### config.mk
export PLATFORM = sky130hd
export DESIGN_NAME = cmpr_div
export DESIGN_NICKNAME = d
export VERILOG_FILES = /design/src/hw/rtl/cmpr_pkg.sv /design/src/hw/rtl/cmpr_div.sv
export SDC_FILE = /design/constraint.sdc
export NUM_CORES = 1
export LEC_CHECK = 0
export BUFFER_PORTS_ARGS = -buffer_cell sky130_fd_sc_hd__buf_2
export CORE_MARGIN = 4
export CORE_UTILIZATION = 50
export DETAILED_ROUTE_END_ITERATION = 7
export GPL_TIMING_DRIVEN = 0
export PLACE_DENSITY = 0.79
export SYNTH_ARGS = -nofsm -noshare
export SYNTH_HDL_FRONTEND = slang
export SYNTH_SLANG_ARGS = --single-unit
### constraint.sdc
create_clock -name clk -period 3.5 [get_ports clk]
set_input_delay 0.7 -clock clk [delete_from_list [all_inputs] [get_ports clk]]
set_output_delay 0.7 -clock clk [all_outputs]
set_load 0.05 [all_outputs]
### src/hw/rtl/cmpr_pkg.sv
package cmpr_pkg;

    localparam int CMPR_CLASSES    = 16;
    localparam int CMPR_COUNT_BITS = 20;
    localparam int CMPR_FRAC_BITS  = 16;
    localparam int CMPR_NC_BITS    = 5;
    localparam int CMPR_IDX_BITS   = 4;

endpackage

### src/hw/rtl/cmpr_div.sv
// Restoring divider, one quotient bit per cycle: q = num / den, den != 0
module cmpr_div import cmpr_pkg::*; #(
    parameter int NUM_BITS = 48,
    parameter int DEN_BITS = 32
) (
    input  logic                clk,
    input  logic                rst_n,
    input  logic                start,
    input  logic [NUM_BITS-1:0] num,
    input  logic [DEN_BITS-1:0] den,
    output logic                busy,
    output logic [NUM_BITS-1:0] quo
);
    localparam int CNT_BITS = $clog2(NUM_BITS + 1);

    logic [NUM_BITS-1:0] q_reg, q_next;
    logic [DEN_BITS:0]   r_reg, r_next;
    logic [DEN_BITS-1:0] d_reg;
    logic [CNT_BITS-1:0] cnt_reg, cnt_next;
    logic                busy_reg, busy_next;
    logic [DEN_BITS:0]   trial;

    always_comb
    begin
        q_next    = q_reg;
        r_next    = r_reg;
        cnt_next  = cnt_reg;
        busy_next = busy_reg;
        trial     = '0;
        if (start)
        begin
            q_next    = num;
            r_next    = '0;
            cnt_next  = CNT_BITS'(NUM_BITS);
            busy_next = 1'b1;
        end
        else if (busy_reg)
        begin
            trial  = {r_reg[DEN_BITS-1:0], q_reg[NUM_BITS-1]};
            q_next = {q_reg[NUM_BITS-2:0], 1'b0};
            if (trial >= {1'b0, d_reg})
            begin
                r_next    = trial - {1'b0, d_reg};
                q_next[0] = 1'b1;
            end
            else
            begin
                r_next = trial;
            end
            cnt_next = cnt_reg - 1'b1;
            if (cnt_reg == CNT_BITS'(1))
            begin
                busy_next = 1'b0;
            end
        end
    end

    always_ff @(posedge clk or negedge rst_n)
    begin
        if (!rst_n)
        begin
            busy_reg <= 1'b0;
            cnt_reg  <= '0;
        end
        else
        begin
            busy_reg <= busy_next;
            cnt_reg  <= cnt_next;
        end
    end

    always_ff @(posedge clk)
    begin
        q_reg <= q_next;
        r_reg <= r_next;
        if (start)
        begin
            d_reg <= den;
        end
    end

    assign busy = busy_reg;
    assign quo  = q_reg;
endmodule

==> metrics.md, run 1 <==
| Metric | Value |
|---|---|
| Status | finished, final reports clean |
| TritonCTS buffer count | 17 |
| Async S/R FF share, synth | 5.88% |
| Ys Warns | 0 |
| TritonCTS clock tree | yes |
| Final period util | 91.6% |
| Main synth FF type | edfxtp_1 |
| Post-Layout Inst Area | 8140 um2 |
| Synth Register Bits | 119 |
| Mapped Cells | 609 |
| CP startpoint | start |
| Final std cells w/o fill | 944 |
| Leak Pwr | 0.00350 uW |
| Post-Route WL | 17.0 mm |
| Initial antenna violation count | 0 |
| Starting Density | 52.1% |
| Core area | 12800 um2 |
| DRT Pass-1 Iters | 5 |
| Crit path launch type | primary input |
| CP Max Fanout | 48 |
| Remaining DRCs | 0 |
| CP endpoint kind | register |
| Switching Share | 28.5% |
| FF-to-FF path depth | 11 |
| RSZ-0062 raised after global routing | no |
| Placed Cells | 912 |
| Die ar. | 15300 um2 |
| Postcts setup bufs | 0 |
| Clock buffer depth | 2 |
| Ant. Diodes | 0 |
| Wirelength per Cell | 18.0 um |
| Slew @ Worst Pin | 1100 ps |
| Max Cap Viol | 0 |
| Post-CTS sizing | 0 |
| Largest net degree at the start of global routing | 49 |
| Critical path class | in2reg |
| Die width | 124 um |
| GPL Wtd Cong | 0.924 |
| Final setup violation count | 0 |
| Cell area power density | 502 nW/um2 |
| Nets | 877 |
| WP data required | 3530 ps |
| Worst min-delay path class | in2async |
| Net Switching | 1160 uW |
| Peak VDD IR | 0.000343 V |
| Hold buffers post-CTS | 0 |
| Routed vias | 5318 |
| Port bufs | 131 |
| Clock skew | 13.3 ps |
| Avg Cell Area, Syn | 11.0 um2 |
| Overflow after GRT | 0 |
| Area Overhead vs Synth | 21.9% |
| Placed cell areas | 7550 um2 |
| Vias in the first global route | 5664 |
| Area of the multi-input gates | 3170 um2 |
| Worst Path Arrival | 3240 ps |
| Global-route wire length before repair | 27.3 mm |
| Post-synth top area cell | edfxtp_1 |
| Comb pwr share | 16.3% |
| Starting DRC count in detailed routing | 282 |
| Worst relative slew slack | 27.0% |
| Fmax | 0.312 GHz |
| # rows | 41 |
| IO Pins | 132 |
| Final Hold Fails | 0 |
| Final min period | 3200 ps |
| Clock power share | 42.6% |
| # clock sinks | 119 |
| Die Ht | 124 um |
| Layout cells sized above 1 | 29.3% |
| CTS root buffer | clkbuf_16 |
| Number of flip-flops in the largest register | 48 |
| Vias per cell | 5.63 |
| Mapped Nets | 727 |
| Final ANT Viol Nets | 0 |
| Cell variety after synth | 62 |
| H-tree level count | 4 |
| GRT Util Overall | 23.1% |
| FF-to-FF Start | d_reg[1] |
| Internal Power | 2920 uW |
| Final-layout fill cell count | 1044 |
| Commonest cells after routing, fill and taps aside | buf_2 (131), edfxtp_1 (80), nor2_1 (49), mux2_2 (48), inv_1 (44) |
| Cell Area, Synth | 6680 um2 |
| Synth top area share | 36.0% |
| Seq/Total Area, Yosys | 48.2% |
| Final HPWL DP | 12.3 mm |
| Max Slew Vio Count | 0 |
| Commonest non-fill, non-tap cell in the layout | buf_2 |
| Seq pwr share | 41.1% |
| Post-synth EDFFs | 80 |
| Register Area | 3220 um2 |
| Clk_lat worst skew | 420 ps |
| Synth top area cells | edfxtp_1 (36%), dfxtp_1 (9.6%), mux2_2 (8.1%), ha_1 (6.4%), mux2i_1 (3.6%) |
| Util after Layout | 63.5% |
| Clk slew on worst S/H paths | 60 ps |
Yosys cell counts, types with 18 or more instances:
cell type,n
a211oi_1,26
a21oi_1,27
clkbuf_1,18
dfxtp_1,32
edfxtp_1,80
ha_1,34
inv_1,44
mux2_2,48
mux2i_1,24
nand2_1,29
nor2_1,49
o21ai_0,21
worst paths after layout:
kind / end / slack (ps)
setup / recovery: quo[5] / 300
hold / removal: busy / 100
setup reg to reg: quo[0] / 330
hold reg to reg: r_reg[27] / 510
max in group asynchronous: cnt_reg[2] / 3240
min in group clk: d_reg[29] / 450
worst max-delay path: stages:
cell	delay, ps
buf_2	640
clkbuf_1	420
clkbuf_1	490
or2_2	950
metal layers:
metal	global-route usage [%]	vias to the layer above	share of wire, %
li1	-	2562	-
met3	7.78	28	8.8
met1	27.9	2531	41
met5	0	-	0
met2	37.5	197	48
met4	10.4	0	1.9
kinds of logic after synthesis:
logic type	after synthesis	synth area share, %
buffers and inverters	70	4.40
multiplexers	72	11.7
adder cells (fa/ha/maj)	35	6.67
AO/OA/AOI/OAI	142	14.8
AND/OR/NAND/NOR	142	10.4
flip-flops	119	48.2
XOR/XNOR	29	3.80
final cells by class:
class / count / share of cell area [%]
clock inverter: 13 / 1.80
tap: 172 / 2.64
multi-input combinational: 420 / 38.9
sequential: 119 / 39.5
timing repair buffer: 131 / 8.06
clock buffer: 19 / 5.44
buffer: 25 / 1.54
inverter: 45 / 2.08
power groups by stage:
| stage | logic (uW) | registers (uW) | clock network [uW] |
|---|---|---|---|
| finish | 667 | 1680 | 1740 |
| global route | 717 | 1690 | 1830 |
| CTS | 667 | 1680 | 1760 |
| detailed placement | 662 | 1710 | 0 |
| global placement | 643 | 1700 | 0 |
| floorplan | 276 | 1900 | 0 |
stage by stage:
stage / setup slack (ps) / total power [uW] / TNS (ps) / hold slack (ps)
after floorplan: 595 / 2180 / 0 / 404
after global placement: -178 / 2340 / -8440 / 490
after detailed placement: -228 / 2370 / -10850 / 493
after CTS: 224 / 4110 / 0 / 89.2
after global routing: 48.3 / 4240 / 0 / 89.6
final: 295 / 4090 / 0 / 99.0
Note: power is estimated with default switching activity, not from simulation.
==> run 2, diff against run 1 <==
--- a/config.mk
+++ b/config.mk
@@ -5,12 +5,13 @@
 export SDC_FILE = /design/constraint.sdc
 export NUM_CORES = 1
 export LEC_CHECK = 0
-export BUFFER_PORTS_ARGS = -buffer_cell sky130_fd_sc_hd__buf_2
+export CORE_ASPECT_RATIO = 1.2
 export CORE_MARGIN = 4
 export CORE_UTILIZATION = 50
 export DETAILED_ROUTE_END_ITERATION = 7
+export DONT_BUFFER_PORTS = 1
 export GPL_TIMING_DRIVEN = 0
-export PLACE_DENSITY = 0.79
+export PLACE_DENSITY = 0.71
 export SYNTH_ARGS = -nofsm -noshare
 export SYNTH_HDL_FRONTEND = slang
 export SYNTH_SLANG_ARGS = --single-unit
==> run 2 against run 1 <==
Maximum frequency shrank 2.2%. Count of clock-buffer cells in the layout grew 1. Final area shrank 8.1%. Sequential power grew 13%. Die area is essentially flat. Clock skew grew 1.6 ps. Via count shrank 10%. Critical path depth grew 7. Register-to-register slack lost 110 ps. Core utilization shrank 6.7 points.
==> metrics.md, run 2 (synthesis gave the netlist of run 1 again) <==
| Metric | Value |
|---|---|
| Status | finished, final reports clean |
| Seq pwr share | 48.6% |
| Starting Density | 50.7% |
| Final HPWL DP | 11.5 mm |
| Max Slew Vio Count | 0 |
| Post-Place Worst Slack | 192 ps |
| PnR worst setup slack | 222 ps |
| FF-to-FF Start | quo[47] |
| Port bufs | 0 |
| Hold Path Sink | d_reg[18] |
| CP endpoint kind | register |
| Clock skew | 14.9 ps |
| Slowest Stage Delay on Critical Path | 670 ps |
| Final setup violation count | 0 |
| Final std cells w/o fill | 812 |
| Starting DRC count in detailed routing | 336 |
| Placed Cells | 777 |
| Clock power share | 42.6% |
| Peak VDD IR | 0.000341 V |
| Core area | 13200 um2 |
| Ant. Diodes | 0 |
| Tot Pwr | 3920 uW |
| Worst Path Arrival | 3450 ps |
| TritonCTS buffer count | 17 |
| Slew @ Worst Pin | 1070 ps |
| Remaining DRCs | 0 |
| Net Switching | 1090 uW |
| RSZ-0062 raised after global routing | no |
| Kind of cell adding the most delay to the critical path | compound AO/OA/AOI/OAI gates |
| Critical path's slowest cell | edfxtp_1 |
| Worst relative slew slack | 28.5% |
| Die width | 113 um |
| Vias in the first global route | 4961 |
| Commonest cells after routing, fill and taps aside | edfxtp_1 (80), nor2_1 (49), mux2_2 (48), inv_1 (44), ha_1 (34) |
| Internal Power | 2830 uW |
| WP data required | 3670 ps |
| # rows | 46 |
| TNS Setup | 0 ps |
| Grt met3 use | 7.62% |
| Global-route wire length before repair | 25.1 mm |
| Largest net degree at the start of global routing | 49 |
| H-tree level count | 4 |
| Crit path launch type | register |
| Hold path start | den[18] |
| Wirelength per Cell | 19.2 um |
| Initial antenna violation count | 0 |
| DRT Pass-1 Iters | 5 |
| Post-CTS sizing | 0 |
| TritonCTS clock tree | yes |
| Met2 Usage GRT | 35.2% |
| Vias per cell | 5.90 |
| Clk slew on worst S/H paths | 60 ps |
| Post-Route WL | 15.6 mm |
| GRT Util Overall | 20.8% |
| Die ar. | 15300 um2 |
| Crit path cell chain | inv_1 > ha_1 > nor2b_1 > o31a_1 > o31ai_2 > o21a_1 > o211ai_2 > a21o_4 > buf_8 > buf_12 > mux2_2 |
| Comb pwr share | 8.8% |
| Switching Share | 27.7% |
| Worst min-delay path class | in2reg |
| Nets | 749 |
| Layout cells sized above 1 | 14.8% |
| Final period util | 93.7% |
| # clock sinks | 119 |
| Leak Pwr | 0.00299 uW |
| Clk_lat worst skew | 420 ps |
| CTS root buffer | clkbuf_16 |
| CP Max Fanout | 10 |
| Most used routing layer | met2 |
| GPL Wtd Cong | 0.941 |
| IO Pins | 132 |
| Met1 track demand over resource | 24.1% |
| Overflow after GRT | 0 |
| Hold path cells | 0 |
| Critical path class | reg2reg |
| Commonest non-fill, non-tap cell in the layout | edfxtp_1 |
| Number of flip-flops in the largest register | 48 |
| Flop2flop setup slack | 220 ps |
| CP Buf/Inv Count | 3 |
| Final Hold Fails | 0 |
| Die Ht | 135 um |
| Cell area power density | 523 nW/um2 |
| Reg-to-reg endpoint | quo[0] |
| Clock buffer depth | 2 |
| Fmax | 0.305 GHz |
| Worst Hold Margin | 374 ps |
| Final ANT Viol Nets | 0 |
| Routed vias | 4787 |
| Final min period | 3280 ps |
| Max Cap Viol | 0 |
| Area Overhead vs Synth | 12.0% |
| FF-to-FF path depth | 11 |
==> run 2: cell types whose count changed in the layout (fill, tap and decap cells not counted) <==
cell,previous run,this run
buf_2,131,0
buf_4,1,3
clkbuf_1,19,21
clkbuf_8,1,0
clkinv_2,1,3
clkinv_4,1,3
clkinvlp_4,5,4
dlygate4sd3_1,0,1
inv_6,4,0
==> run 2: worst reg2reg max path, stage by stage (launching register included) <==
cell      delay (ps)
edfxtp_1         670
inv_1            140
ha_1             170
nor2b_1           60
o31a_1           280
o31ai_2          410
o21a_1           310
o211ai_2         170
a21o_4           250
buf_8            150
buf_12           160
mux2_2           260
==> run 2: worst max-delay path by stage <==
| stage | to | startpoint | depth (start not counted) | slack [ps] |
|---|---|---|---|---|
| detailed placement | r_reg[30] | quo[47] | 12 | 190 |
| floorplan | quo[0] | quo[47] | 11 | 590 |
| finish | quo[0] | quo[47] | 11 | 220 |
| CTS | r_reg[30] | quo[47] | 12 | 160 |
| global placement | r_reg[30] | quo[47] | 12 | 220 |
| global route | r_reg[30] | quo[47] | 10 | 10 |
==> run 2: metrics by stage <==
step | instance area, um2 | utilization, %
2_1_floorplan | 6680 | -
3_3_place_gp | 6890 | 52.3
3_5_place_dp | 6890 | 52.3
4_1_cts | 7470 | 56.6
5_1_grt | 7480 | 56.8
6_report | 7480 | 56.8
==> run 2: area by class of cell <==
cell class	instances	area (um2)
buffer	25	125
inverter	45	169
tap	168	210
sequential	119	3220
clock buffer	20	437
timing repair buffer	3	25.0
clock inverter	12	131
multi-input combinational	420	3170
fill	1127	5700
==> run 2: what timing repair did <==
action,in CTS,in global routing
setup endpoints to repair,0,1
setup buffers,0,2
hold buffers,1,0
endpoints found under the hold margin,7,0
==> run 2: per-layer routing <==
| metal | wire length [um] | part of all wire, % |
|---|---|---|
| met1 | 6250 | 40 |
| met2 | 7700 | 49 |
| met3 | 1390 | 8.9 |
| met4 | 285 | 1.8 |
| met5 | 0 | 0 |
==> run 2: power by group through the flow <==
stage	clock, uW	combinational [uW]	sequential, uW
floorplan	0	276	1900
global placement	0	327	1930
detailed placement	0	340	1930
CTS	1700	344	1910
global route	1780	384	1920
finish	1670	344	1900
==> run 3, diff against run 2 <==
--- a/config.mk
+++ b/config.mk
@@ -8,6 +8,7 @@
 export CORE_ASPECT_RATIO = 1.2
 export CORE_MARGIN = 4
 export CORE_UTILIZATION = 50
+export CTS_BUF_LIST = sky130_fd_sc_hd__clkbuf_2
 export DETAILED_ROUTE_END_ITERATION = 7
 export DONT_BUFFER_PORTS = 1
 export GPL_TIMING_DRIVEN = 0
==> run 3 against run 2 <==
Total power decreased by 20%. Combinational power increased by 8.4%. Sequential cell count unchanged. Critical path depth decreased by 1. Wire length increased by 0.81%. Via count increased by 2.8%. Largest power group unchanged. Final cell count increased by 3.7%. Core utilization decreased by 0.27 points. Worst setup slack improved by 55 ps.
==> metrics.md, run 3 (synthesis gave the netlist of run 1 again) <==
| Metric | Value |
|---|---|
| Largest net degree at the start of global routing | 49 |
| Clk slew on worst S/H paths | 190 ps |
| H-tree level count | 4 |
| Flop2flop setup slack | 280 ps |
| CTS root buffer | clkbuf_2 |
| WP data required | 4110 ps |
| Crit path launch type | register |
| Final ANT Viol Nets | 0 |
| Post-Place Worst Slack | 192 ps |
| PnR worst setup slack | 277 ps |
| TritonCTS clock tree | yes |
| Crit path cell chain | inv_1 > ha_1 > nor2b_1 > o31a_1 > o31ai_4 > o21a_1 > o211ai_2 > a21oi_2 > nor2_1 > a211o_1 |
| Die width | 113 um |
| Slowest Stage Delay on Critical Path | 710 ps |
| Nets | 778 |
| Commonest non-fill, non-tap cell in the layout | edfxtp_1 |
| Worst Hold Margin | 106 ps |
| Initial antenna violation count | 0 |
| Fmax | 0.310 GHz |
| Hold path cells | 0 |
| FF-to-FF path depth | 10 |
| Clk_lat worst skew | 700 ps |
| Die ar. | 15300 um2 |
| Vias in the first global route | 4895 |
| Slew @ Worst Pin | 1080 ps |
| Placed cell areas | 6890 um2 |
| Wirelength per Cell | 18.7 um |
| RSZ-0062 raised after global routing | no |
| Placed Cells | 777 |
| Cell area power density | 423 nW/um2 |
| Post-Layout Inst Area | 7450 um2 |
| CP endpoint kind | register |
| Number of flip-flops in the largest register | 48 |
| Worst Path Arrival | 3830 ps |
| Kind of cell adding the most delay to the critical path | compound AO/OA/AOI/OAI gates |
| Final std cells w/o fill | 842 |
| TritonCTS buffer count | 17 |
| Core area | 13200 um2 |
| Final Hold Fails | 0 |
| Clock skew | 32.4 ps |
| Clock buffer depth | 2 |
| Final HPWL DP | 11.5 mm |
| Worst relative slew slack | 27.9% |
| IO Pins | 132 |
| Worst min-delay path class | in2reg |
| Leak Pwr | 0.00298 uW |
| CP Max Fanout | 10 |
| Reg-to-reg endpoint | r_reg[30] |
| # rows | 46 |
| Post-Route WL | 15.7 mm |
| CP Buf/Inv Count | 1 |
| Die Ht | 135 um |
| Final min period | 3220 ps |
| Commonest cells after routing, fill and taps aside | edfxtp_1 (80), nor2_1 (49), mux2_2 (48), inv_1 (44), ha_1 (34) |
| Layout cells sized above 1 | 14.6% |
| TNS Setup | 0 ps |
| Final setup violation count | 0 |
| Starting DRC count in detailed routing | 292 |
| Status | finished, final reports clean |
| Port bufs | 0 |
| Area Overhead vs Synth | 11.5% |
| DRT Pass-1 Iters | 4 |
| Hold Path Sink | d_reg[24] |
| Final period util | 92.1% |
| Global-route wire length before repair | 24.8 mm |
| Vias per cell | 5.85 |
| Max Cap Viol | 0 |
| Routed vias | 4923 |
| Hold path start | den[24] |
| Remaining DRCs | 0 |
| Peak VDD IR | 0.000315 V |
| Critical path's slowest cell | edfxtp_1 |
| # clock sinks | 119 |
| FF-to-FF Start | quo[47] |
| Critical path class | reg2reg |
| Max Slew Vio Count | 0 |
| GRT Util Overall | 20.6% |
| Overflow after GRT | 0 |
| Starting Density | 50.7% |
| GPL Wtd Cong | 0.941 |
run 3: changes by cell type in the layout (fill, tap and decap cells not counted), sizes merged:
cell,previous run,this run
dlygate4sd3,1,30
diode,0,1
run 3: routing by layer:
layer  vias up  GRT usage [%]  share of wire [%]
li1       2375              -                  -
met1      2343           24.1                 42
met2       183           34.3                 48
met3        22           8.87                8.3
met4         0           6.35                1.8
met5         -              0                  0
run 3: what timing repair did:
action	in CTS	in global routing
gates resized for setup	0	1
endpoints found under the hold margin	7	29
hold buffers	1	29
endpoints found under the setup margin	0	3
buffers inserted	0	2
run 3: area by class of cell:
class	count	area, um2
multi-input cells	420	3170
fillers	1143	5730
diodes	1	2.50
clock inverters	12	131
flip-flops and latches	119	3220
well taps	168	210
clock buffers	20	100
inverters	45	169
plain buffers	25	125
repair buffers	32	315
run 3: how the worst max path moves through the flow:
stage	from	to	cells after the start	slack, ps
final	quo[47]	r_reg[30]	10	280
after global routing	quo[47]	r_reg[30]	10	100
after CTS	quo[47]	r_reg[30]	12	140
after detailed placement	quo[47]	r_reg[30]	12	190
after global placement	quo[47]	r_reg[30]	12	220
after floorplan	quo[47]	quo[0]	11	590
run 3: report_power, final:
part	switching, uW	leakage, uW	internal (uW)
logic	192	0.00168	181
clock network	542	0.000136	334
registers	277	0.00116	1620
total	1010	0.00298	2140
run 3: metrics by stage:
stage                     utilization (%)  total power [uW]
final                                56.5              3150
after global routing                 56.5              3310
after CTS                            54.1              3150
after detailed placement             52.3              2270
after global placement               52.3              2250
after floorplan                         -              2180
run 3: worst reg2reg max path, delay by kind of cell, from the launching register on:
kind                     cells  cell delay [ps]
adder cells (fa/ha/maj)      1              170
buffers and inverters        1              140
flip-flops                   1              710
AO/OA/AOI/OAI                6             1940
AND/OR/NAND/NOR              2              170
